==> config.mk <==
export PLATFORM = sky130hd
export DESIGN_NAME = binding_slot_allocator_unit
export DESIGN_NICKNAME = d
export VERILOG_FILES = /design/src/bsa_pkg.sv /design/src/bsa_slot_table.sv /design/src/binding_slot_allocator_unit.sv
export SDC_FILE = /design/constraint.sdc
export NUM_CORES = 2
export LEC_CHECK = 0
export CORE_MARGIN = 2
export CORE_UTILIZATION = 30
export DETAILED_ROUTE_END_ITERATION = 8
export DONT_BUFFER_PORTS = 1
export GPL_ROUTABILITY_DRIVEN = 1
export SYNTH_ARGS = -nofsm -noshare
export SYNTH_HDL_FRONTEND = slang
export SYNTH_SLANG_ARGS = --single-unit
==> constraint.sdc <==
create_clock -name clk -period 8.8 [get_ports clk]
set_clock_uncertainty 0.05 [all_clocks]
set_input_delay 2.2 -clock clk [delete_from_list [all_inputs] [get_ports clk]]
set_output_delay 2.2 -clock clk [all_outputs]
set_load 0.005 [all_outputs]
==> src/bsa_pkg.sv <==
// ----------------------------------------------------------------------------
// bsa_pkg: shared types and codes for the binding slot allocator
// Request and status codes, field widths and the request/response structs
// passed between the top level and the slot table.
// ----------------------------------------------------------------------------
package bsa_pkg;

  // Field widths
  localparam int TYPE_W     = 3;
  localparam int ID_W       = 32;
  localparam int WANT_W     = 8;
  localparam int STATUS_W   = 3;
  localparam int SLOT_OUT_W = 6;

  // Default table size (1 to 64)
  localparam int NUM_SLOTS_DEF = 32;

  // Request codes
  localparam logic [TYPE_W-1:0] REQ_ACQ_ANY  = 3'd0;
  localparam logic [TYPE_W-1:0] REQ_ACQ_SPEC = 3'd1;
  localparam logic [TYPE_W-1:0] REQ_LOOKUP   = 3'd2;
  localparam logic [TYPE_W-1:0] REQ_RELEASE  = 3'd3;
  localparam logic [TYPE_W-1:0] REQ_CLEAR    = 3'd4;

  // Status codes
  localparam logic [STATUS_W-1:0] ST_GRANTED     = 3'd0;
  localparam logic [STATUS_W-1:0] ST_FOUND       = 3'd1;
  localparam logic [STATUS_W-1:0] ST_NOT_FOUND   = 3'd2;
  localparam logic [STATUS_W-1:0] ST_NONE_FREE   = 3'd3;
  localparam logic [STATUS_W-1:0] ST_OUT_OF_RANGE = 3'd4;
  localparam logic [STATUS_W-1:0] ST_CLEARED     = 3'd5;

  typedef struct packed {
    logic [TYPE_W-1:0] req_type;
    logic [ID_W-1:0]   resource_id;
    logic [WANT_W-1:0] wanted_slot;
  } bsa_req_t;

  typedef struct packed {
    logic [STATUS_W-1:0]   status;
    logic [SLOT_OUT_W-1:0] slot;
  } bsa_rsp_t;

endpackage

==> src/bsa_slot_table.sv <==
// ----------------------------------------------------------------------------
// bsa_slot_table: slot state and combinational request resolution
// Holds used / owner / owner-valid per slot, compares the id against all
// owners in parallel, picks the lowest match, lowest free or wanted slot and
// commits the table update on the same edge that the result is registered.
// ----------------------------------------------------------------------------
module bsa_slot_table #(
  parameter int NUM_SLOTS = bsa_pkg::NUM_SLOTS_DEF
) (
  input  logic              clk,
  input  logic              rst,
  input  logic              commit,
  input  bsa_pkg::bsa_req_t req,
  output bsa_pkg::bsa_rsp_t rsp
);
  import bsa_pkg::*;

  localparam int IDX_W = (NUM_SLOTS > 1) ? $clog2(NUM_SLOTS) : 1;
  localparam logic [NUM_SLOTS-1:0] ONE_V = NUM_SLOTS'(1);

  // Slot state
  logic [NUM_SLOTS-1:0] slot_used;
  logic [NUM_SLOTS-1:0] owner_valid;
  logic [ID_W-1:0]      slot_owner [NUM_SLOTS];

  logic [NUM_SLOTS-1:0] slot_used_next;
  logic [NUM_SLOTS-1:0] owner_valid_next;
  logic [NUM_SLOTS-1:0] wr_vec;

  // Lookup terms
  logic [NUM_SLOTS-1:0] owner_hit;
  logic [NUM_SLOTS-1:0] owner_oh;
  logic [NUM_SLOTS-1:0] free_vec;
  logic [NUM_SLOTS-1:0] free_oh;
  logic [NUM_SLOTS-1:0] want_hit;
  logic [NUM_SLOTS-1:0] sel_vec;
  logic                 want_in_range;
  logic [IDX_W-1:0]     sel_idx;
  logic                 grant;
  logic [STATUS_W-1:0]  rsp_status;

  // Parallel id compare and decode of the wanted slot
  always_comb begin
    for (int i = 0; i < NUM_SLOTS; i++) begin
      owner_hit[i] = owner_valid[i] && (slot_owner[i] == req.resource_id);
      want_hit[i]  = (req.wanted_slot == WANT_W'(i));
    end
  end

  // Lowest-set-bit isolation
  assign free_vec      = ~slot_used;
  assign owner_oh      = owner_hit & (~owner_hit + ONE_V);
  assign free_oh       = free_vec & (~free_vec + ONE_V);
  assign want_in_range = (req.wanted_slot < WANT_W'(NUM_SLOTS));

  // Request decode and next table state
  always_comb begin
    slot_used_next   = slot_used;
    owner_valid_next = owner_valid;
    wr_vec           = '0;
    sel_vec          = '0;
    grant            = 1'b0;
    rsp_status       = ST_NOT_FOUND;
    unique case (req.req_type)
      REQ_ACQ_ANY: begin
        if (|owner_hit) begin
          rsp_status = ST_FOUND;
          sel_vec    = owner_oh;
        end else if (|free_vec) begin
          rsp_status       = ST_GRANTED;
          sel_vec          = free_oh;
          wr_vec           = free_oh;
          grant            = 1'b1;
          slot_used_next   = slot_used | free_oh;
          owner_valid_next = owner_valid | free_oh;
        end else begin
          rsp_status = ST_NONE_FREE;
        end
      end
      REQ_ACQ_SPEC: begin
        if (!want_in_range) begin
          rsp_status = ST_OUT_OF_RANGE;
        end else if (|(slot_used & want_hit)) begin
          rsp_status = ST_NONE_FREE;
        end else begin
          // old slot keeps its used mark but loses its owner
          rsp_status       = ST_GRANTED;
          sel_vec          = want_hit;
          wr_vec           = want_hit;
          grant            = 1'b1;
          slot_used_next   = slot_used | want_hit;
          owner_valid_next = (owner_valid & ~owner_oh) | want_hit;
        end
      end
      REQ_LOOKUP: begin
        if (|owner_hit) begin
          rsp_status = ST_FOUND;
          sel_vec    = owner_oh;
        end
      end
      REQ_RELEASE: begin
        if (|owner_hit) begin
          rsp_status       = ST_FOUND;
          sel_vec          = owner_oh;
          slot_used_next   = slot_used & ~owner_oh;
          owner_valid_next = owner_valid & ~owner_oh;
        end
      end
      REQ_CLEAR: begin
        rsp_status       = ST_CLEARED;
        slot_used_next   = '0;
        owner_valid_next = '0;
      end
      default: begin
        rsp_status = ST_NOT_FOUND;
      end
    endcase
  end

  // One-hot to index; zero when nothing selected
  always_comb begin
    sel_idx = '0;
    for (int i = 0; i < NUM_SLOTS; i++) begin
      if (sel_vec[i]) sel_idx = sel_idx | IDX_W'(i);
    end
  end

  assign rsp = {rsp_status, SLOT_OUT_W'(sel_idx)};

  // Mark registers
  always_ff @(posedge clk) begin
    if (rst) begin
      slot_used   <= '0;
      owner_valid <= '0;
    end else if (commit) begin
      slot_used   <= slot_used_next;
      owner_valid <= owner_valid_next;
    end
  end

  // Owner ids, written only on a grant
  always_ff @(posedge clk) begin
    for (int i = 0; i < NUM_SLOTS; i++) begin
      if (commit && wr_vec[i]) slot_owner[i] <= req.resource_id;
    end
  end

  // An owner-valid slot is always a used slot
  a_valid_implies_used: assert property (@(posedge clk) disable iff (rst)
    (owner_valid & ~slot_used) == '0)
    else $error("owner_valid set on an unused slot");

  // No id owns more than one slot
  a_single_owner: assert property (@(posedge clk) disable iff (rst)
    commit |-> $onehot0(owner_hit))
    else $error("resource id owns more than one slot");

  // A granted slot is used and owned on the next cycle
  a_grant_takes: assert property (@(posedge clk) disable iff (rst)
    (commit && grant) |=>
      ((slot_used & owner_valid & $past(wr_vec)) == $past(wr_vec)))
    else $error("granted slot not marked used and owned");

  // Clear-all empties the table
  a_clear_empties: assert property (@(posedge clk) disable iff (rst)
    (commit && req.req_type == REQ_CLEAR) |=>
      (slot_used == '0 && owner_valid == '0))
    else $error("clear all left slots marked");

endmodule

==> src/binding_slot_allocator_unit.sv <==
// ----------------------------------------------------------------------------
// binding_slot_allocator_unit: binding slot allocator, top level
// Input register, slot table and output register with valid/stall on both
// channels.
// ----------------------------------------------------------------------------
// Accepts one request per clock while the response side is not stalled and
// returns exactly one response per request, registered through the input
// register and then the output register. Each request is resolved while it
// sits in the input register: the parallel id compare across all NUM_SLOTS
// owners and the lowest-slot priority pick are combinational, and the table
// update lands on the same edge the response is registered, so a back-to-back
// request sees the updated table. Out of reset every slot is free.
module binding_slot_allocator_unit #(
  parameter int NUM_SLOTS = bsa_pkg::NUM_SLOTS_DEF
) (
  input  logic                             clk,
  input  logic                             rst,
  input  logic                             req_valid,
  output logic                             req_stall,
  input  logic [bsa_pkg::TYPE_W-1:0]       req_type,
  input  logic [bsa_pkg::ID_W-1:0]         resource_id,
  input  logic [bsa_pkg::WANT_W-1:0]       wanted_slot,
  output logic                             rsp_valid,
  input  logic                             rsp_stall,
  output logic [bsa_pkg::STATUS_W-1:0]     status,
  output logic [bsa_pkg::SLOT_OUT_W-1:0]   slot
);
  import bsa_pkg::*;

  logic     in_vld;
  bsa_req_t in_req;
  bsa_rsp_t tbl_rsp;
  logic     fire;
  logic     req_take;

  // Resolve when the output register is free or being drained
  assign fire      = in_vld && (!rsp_valid || !rsp_stall);
  assign req_stall = in_vld && !fire;
  assign req_take  = req_valid && !req_stall;

  // Input register
  always_ff @(posedge clk) begin
    if (rst) begin
      in_vld <= 1'b0;
    end else if (req_take) begin
      in_vld <= 1'b1;
    end else if (fire) begin
      in_vld <= 1'b0;
    end
  end

  always_ff @(posedge clk) begin
    if (req_take) begin
      in_req.req_type    <= req_type;
      in_req.resource_id <= resource_id;
      in_req.wanted_slot <= wanted_slot;
    end
  end

  // Slot table
  bsa_slot_table #(
    .NUM_SLOTS(NUM_SLOTS)
  ) u_table (
    .clk   (clk),
    .rst   (rst),
    .commit(fire),
    .req   (in_req),
    .rsp   (tbl_rsp)
  );

  // Output register
  always_ff @(posedge clk) begin
    if (rst) begin
      rsp_valid <= 1'b0;
    end else if (fire) begin
      rsp_valid <= 1'b1;
    end else if (!rsp_stall) begin
      rsp_valid <= 1'b0;
    end
  end

  always_ff @(posedge clk) begin
    if (fire) begin
      status <= tbl_rsp.status;
      slot   <= tbl_rsp.slot;
    end
  end

endmodule

* After elaboration in Yosys (flattened, before gate mapping)
Memories as Yosys holds them, arrays and structs flattened.
Cells that the tools add are included.
** Word-level totals
- RAM bits :: 1024
- Input port bits :: 47
- Memories :: 1
- Word-level logic and storage cells :: 442
- Flip-flop bits (word level) :: 117
** Memories
- u_table.slot_owner :: words 32, bits a word 32, rd ports 32, clocked after Yosys merged registers in 0, wr ports 1, line bsa_slot_table.sv:24 : logic [ID_W-1:0] slot_owner [NUM_SLOTS];
** Cells by class
- Magnitude comparators :: 1
- Bitwise gates (word level) :: 13
- Reductions and logical operators :: 117
- Add/subtract/negate cells :: 2
- Equal/unequal tests :: 73
- Mux-type cells :: 222
** Operators with widths (number)
- $mux W32 :: 51
- $reduce_or A32 Y1 :: 34
- $eq A32 B32 Y1 :: 32
- $pmux W32 S4 :: 2
- $mux W5 :: 45
- $and A32 B32 Y32 :: 5
- $eq A8 B5 Y1 const B :: 16
- $not A32 Y32 :: 4
- $or A32 B32 Y32 :: 4
- $mux W1 :: 102
- $pmux W32 S3 :: 1
- $logic_and A1 B1 Y1 :: 67
- $add A32 B1 Y32 const B :: 2
- $eq A8 B4 Y1 const B :: 8
- $pmux W32 S2 :: 1
- $eq A8 B3 Y1 const B :: 4
- $mux W4 :: 8
- $mux W3 :: 6
- $eq A8 B2 Y1 const B :: 2
- $reduce_or A16 Y1 :: 1
- $ne A3 B2 Y1 const B :: 4
- $pmux W3 S4 :: 1
- $mux W2 :: 5
- $eq A8 B1 Y1 const B :: 1
- 16 further kinds :: 22

* Longest topological paths before layout
- Word-level depth :: 42
- Mapped depth :: 17

* Hierarchy
From an unflattened synthesis, not the netlist that was laid out.
** Unflattened totals
- Cell total of the unflattened synthesis :: 3576
- Area, all modules :: 50908.8 sq um
** Modules (own cells, without submodules)
- bsa_slot_table :: cells each 3514, area each 49261.0 sq um, seq. area each 32030.7 sq um, instances 1
- binding_slot_allocator_unit :: cells each 62, area each 1647.8 sq um, seq. area each 1601.5 sq um, instances 1

* Worst setup path after synthesis
OpenSTA, ideal clock, no wires.
- Path kind :: in2reg
- Start :: in rsp_stall
- End :: mem u_table.slot_owner[26][0], in the netlist u_table.slot_owner[6][64] (enable)
- Data required time :: 8318 ps
- Data arrival time :: 5059 ps
- Stages :: 4
- Setup slack :: 3259 ps
- Path through :: a21boi_0 nand2_1 clkbuf_1 a21oi_1
** On the way
- Longest elaborated chain between the ends :: 38
- Elaborated cells on any way between the ends :: 192
- Classes of those cells :: 126 x mux; 66 x reduce/logical
** Ends and longest elaborated chain
- start, declared :: line binding_slot_allocator_unit.sv:24 : input logic rsp_stall,
- $logic_not A1 Y1 *
- $logic_or A1 B1 Y1 * :: line binding_slot_allocator_unit.sv:37 : assign fire = in_vld && (!rsp_valid || !rsp_stall);
- $logic_and A1 B1 Y1 * :: line binding_slot_allocator_unit.sv:37
- $logic_and A1 B1 Y1 :: line bsa_slot_table.sv:144 : if (commit && wr_vec[i]) slot_owner[i] <= req.resource_id;
- $mux W1 :: line bsa_slot_table.sv:144
- $mux W1 (not written as such) :: line bsa_slot_table.sv:144
- $reduce_or A32 Y1 (no source line)
- $mux W5 (no source line) / $mux W1 (equally long branches) (31 in series)
- end, declared :: line bsa_slot_table.sv:24
Mark *: on every way between the ends. The rest lies on a longest branch, timed or not.

* Worst setup path after layout
- Start :: reg in_req[20] (netlist name)
- End :: mem u_table.slot_owner[15][19], in the netlist u_table.slot_owner[3][115] (enable)
** On the way
- Longest elaborated chain between the ends :: 40
- Elaborated cells on any way between the ends :: 256
- Classes of those cells :: 32 x eq/ne; 128 x mux; 96 x reduce/logical
** Ends and longest elaborated chain
- start, declared :: line binding_slot_allocator_unit.sv:31 : bsa_req_t in_req;
- $eq A32 B32 Y1 :: line bsa_slot_table.sv:45 : owner_hit[i] = owner_valid[i] && (slot_owner[i] == req.resource_id);
- $logic_and A1 B1 Y1 :: line bsa_slot_table.sv:45
- $reduce_or A32 Y1 * :: line bsa_slot_table.sv:66 : if (|owner_hit) begin
- $mux W32 * :: line bsa_slot_table.sv:66
- $pmux W32 S2 * :: line bsa_slot_table.sv:64 : unique case (req.req_type)
- $logic_and A1 B1 Y1 :: line bsa_slot_table.sv:144
- $mux W1 :: line bsa_slot_table.sv:144
- $mux W1 (not written as such) :: line bsa_slot_table.sv:144
- $reduce_or A32 Y1 (no source line)
- $mux W5 (no source line) / $mux W1 (equally long branches) (31 in series)
Marks and branches as above.

==> results.yml <==
yosys:
  synth_area_leader_cell: "edfxtp_1"
  async_reset_ff_share_pct: 0
  netlist_area_sq_um: 51400
  seq_area_frac_synth_pct: 65.4
  yosysMostFrequentCell: "edfxtp_1"
  yosysUniqueCellTypes: 86
  synth-edff-count: 1075
  yosys-top-cells-count: "edfxtp_1, xor2_1, xnor2_1, nor2_1, nor4_1"
  yosys-top-cells-area: "edfxtp_1, xor2_1, xnor2_1"
  syn_nets: 3641
  synth_seq_cells: 1141
  synth_top_cell_area_share_pct: 62.8
  syn_avg_cell_area_sq_um: 14.3
  netlist_instances: 3594
  synthFlopType: "edfxtp_1"
  yosysWarnings: 0
final_layout:
  antenna-diode-count: 0
  syn_to_final_growth_pct: 11.9
  register_area_sq_um: 33600
  drive_above_1_share_pct: 9.77
  multiInputGateArea_sq_um: 16100
  nets: 3660
  design_area_sq_um: 57500
  fillers: 16300
placement:
  place_hpwl_mm: 83.8
  port_buffers: 0
  placed_area_sq_um: 53600
  globalplace.congestion: 0.950
global_route:
  overflow: 0
  grt_pass1_vias: 28200
  antenna_found_initial: 13
  grt_max_degree: 66
  grt_pass1_wl_mm: 206
  track_usage_pct: 16.0
timing:
  worst_pin_slew_ps: 1470
  slew_headroom_pct: 0.628
  setup_violations: 0
  period_needed_ps: 5550
  finalCritPeriodShare_pct: 63.0
  final_hold_viol_count: 0
  slew_violations: 0
  max_freq_ghz: 0.180
  hold_ws_ps: 448
  tns_ps: 0
  rsz0062_at_grt: "false"
worst_setup_path:
  ff2ff_setup_slack_ps: 3250
  cp_max_fo: 40
  reg2reg_depth: 13
  worst_ep_required_time_ps: 9110
  r2r-start: "in_req[20]"
  startpoint_type: "flip-flop"
  path_class: "flip-flop to flip-flop"
  arrival_ps: 5860
  endpoint_kind: "flip-flop"
  r2r-end: "u_table.slot_owner[3][115]"
  endpoint: "u_table.slot_owner[3][115]"
  startpoint: "in_req[20]"
clock_network:
  clk_path_buf_depth: 3
  cts_setup_buffers: 0
  cts_tree: "done"
  cts_hold_buffers: 0
  htree_levels: 3
  clock_latency_ps: 760
  cts_sinks: 1141
  cts_resized: 0
  cts_made_buffers: 118
  root_buffer: "clkbuf_16"
  clk_pin_slew_ps: 60
drt:
  ant_nets: 0
  initialDrtViolationCount: 3513
  drt-vias-per-instance: 5.04
  first_pass_iters: 5
  wl_per_cell_um: 24.2
  drt_wl_total_mm: 143
  drc: 0
  dr_total_vias: 29900
floorplanning:
  fp.dieW_um: 418
  die_h_um: 418
  ios: 58
  die-area_sq_um: 175000
  start_util_pct: 30.3
  rows: 151
  core_sq_um: 170000
run:
  maxCapViolCount: 1
run_status:
  violations: "max-capacitance violations"
  outcome: "complete, but fails checks"
power:
  total_power_mw: 11.6
  power_density_nw_per_um2: 203
  p_leak_nw: 17.9
  ir_worst_vdd_v: 0.000161
worst_hold_path:
  hp-class: "flip-flop to flip-flop"
  hp-start: "in_vld"
-- cell type report --
class                      instances  area share, %
inverter                          41          0.268
multi-input combinational       2211           27.9
clock buffer                     137           5.26
sequential                      1141           58.4
clock inverter                    85           1.54
tap                             2218           4.82
timing repair buffer             100           1.76
-- layout by cell type (no fill, tap or decap), types with 13 or more instances in the layout --
cell type  count
a211o_1       14
a21oi_1       35
a22oi_1       26
buf_12        21
buf_4         79
bufinv_16     14
clkbuf_1      19
clkbuf_16    118
clkinv_1      27
clkinv_2      30
dfxtp_1       66
edfxtp_1    1075
inv_1         40
nand2_1      115
nand3_1       79
nand4_1      126
nor2_1       177
nor2_2        25
nor2b_1       16
nor3_1        62
nor4_1       164
o21a_1        16
o21ai_0       54
o22ai_1       17
or3_1         13
or4_1         16
xnor2_1      393
xor2_1       626
-- worst min path at each step --
| stage | endpoint | slack (ps) | cells past startpoint |
|---|---|---|---|
| floorplan | rsp_valid | 390 | 2 |
| global placement | rsp_valid | 410 | 2 |
| detailed placement | rsp_valid | 430 | 2 |
| CTS | u_table.owner_valid[28] | 460 | 2 |
| global route | rsp_valid | 470 | 2 |
| finish | rsp_valid | 450 | 2 |
-- power by group --
| group | internal, mW | total (mW) | switching [mW] |
|---|---|---|---|
| logic | 0.181 | 0.613 | 0.431 |
| registers | 5.95 | 5.98 | 0.0260 |
| clock network | 2.88 | 5.06 | 2.18 |
| total | 9.02 | 11.6 | 2.63 |
-- sequential cells by signal (all words and copies together), names as in the netlist --
| signal | cells |
|---|---|
| in_req | 43 |
| in_vld | 1 |
| rsp_valid | 1 |
| slot | 5 |
| status | 3 |
| u_table.owner_valid | 32 |
| u_table.slot_owner | 1024 |
| u_table.slot_used | 32 |
-- cells by family after synthesis --
| logic type | share of synthesized area, % |
|---|---|
| buffers and inverters | 3.67 |
| AO/OA/AOI/OAI | 4.21 |
| XOR/XNOR | 17.4 |
| other | 0.00729 |
| multiplexers | 0.185 |
| AND/OR/NAND/NOR | 9.21 |
| flip-flops | 65.4 |
-- layer usage --
metal / vias up / wire [um] / track usage (%)
met5: - / 114 / 0
met4: 18 / 3150 / 3.79
met3: 213 / 9790 / 2.98
met2: 1122 / 62400 / 23.9
met1: 15300 / 68000 / 24.0
li1: 13200 / - / -
-- stage by stage --
step	std cells	setup WS, ps	util, %
floorplan	3594	3260	-
global placement	5711	3290	31.6
detailed placement	5711	3250	31.6
CTS	5933	3250	33.9
global route	5933	2850	33.9
finish	5933	3250	33.9
-- critical path, cell delays in order (launching register included) --
cell	delay, ps
edfxtp_1	360
buf_4	370
buf_4	610
xor2_1	230
nor4_1	70
nand3_1	90
or4_1	370
nand4_2	240
nor4_4	370
nand4b_4	320
nor2_2	480
buf_4	400
a22oi_1	210
nor2_4	810
Power figures use the tool's default switching activity.
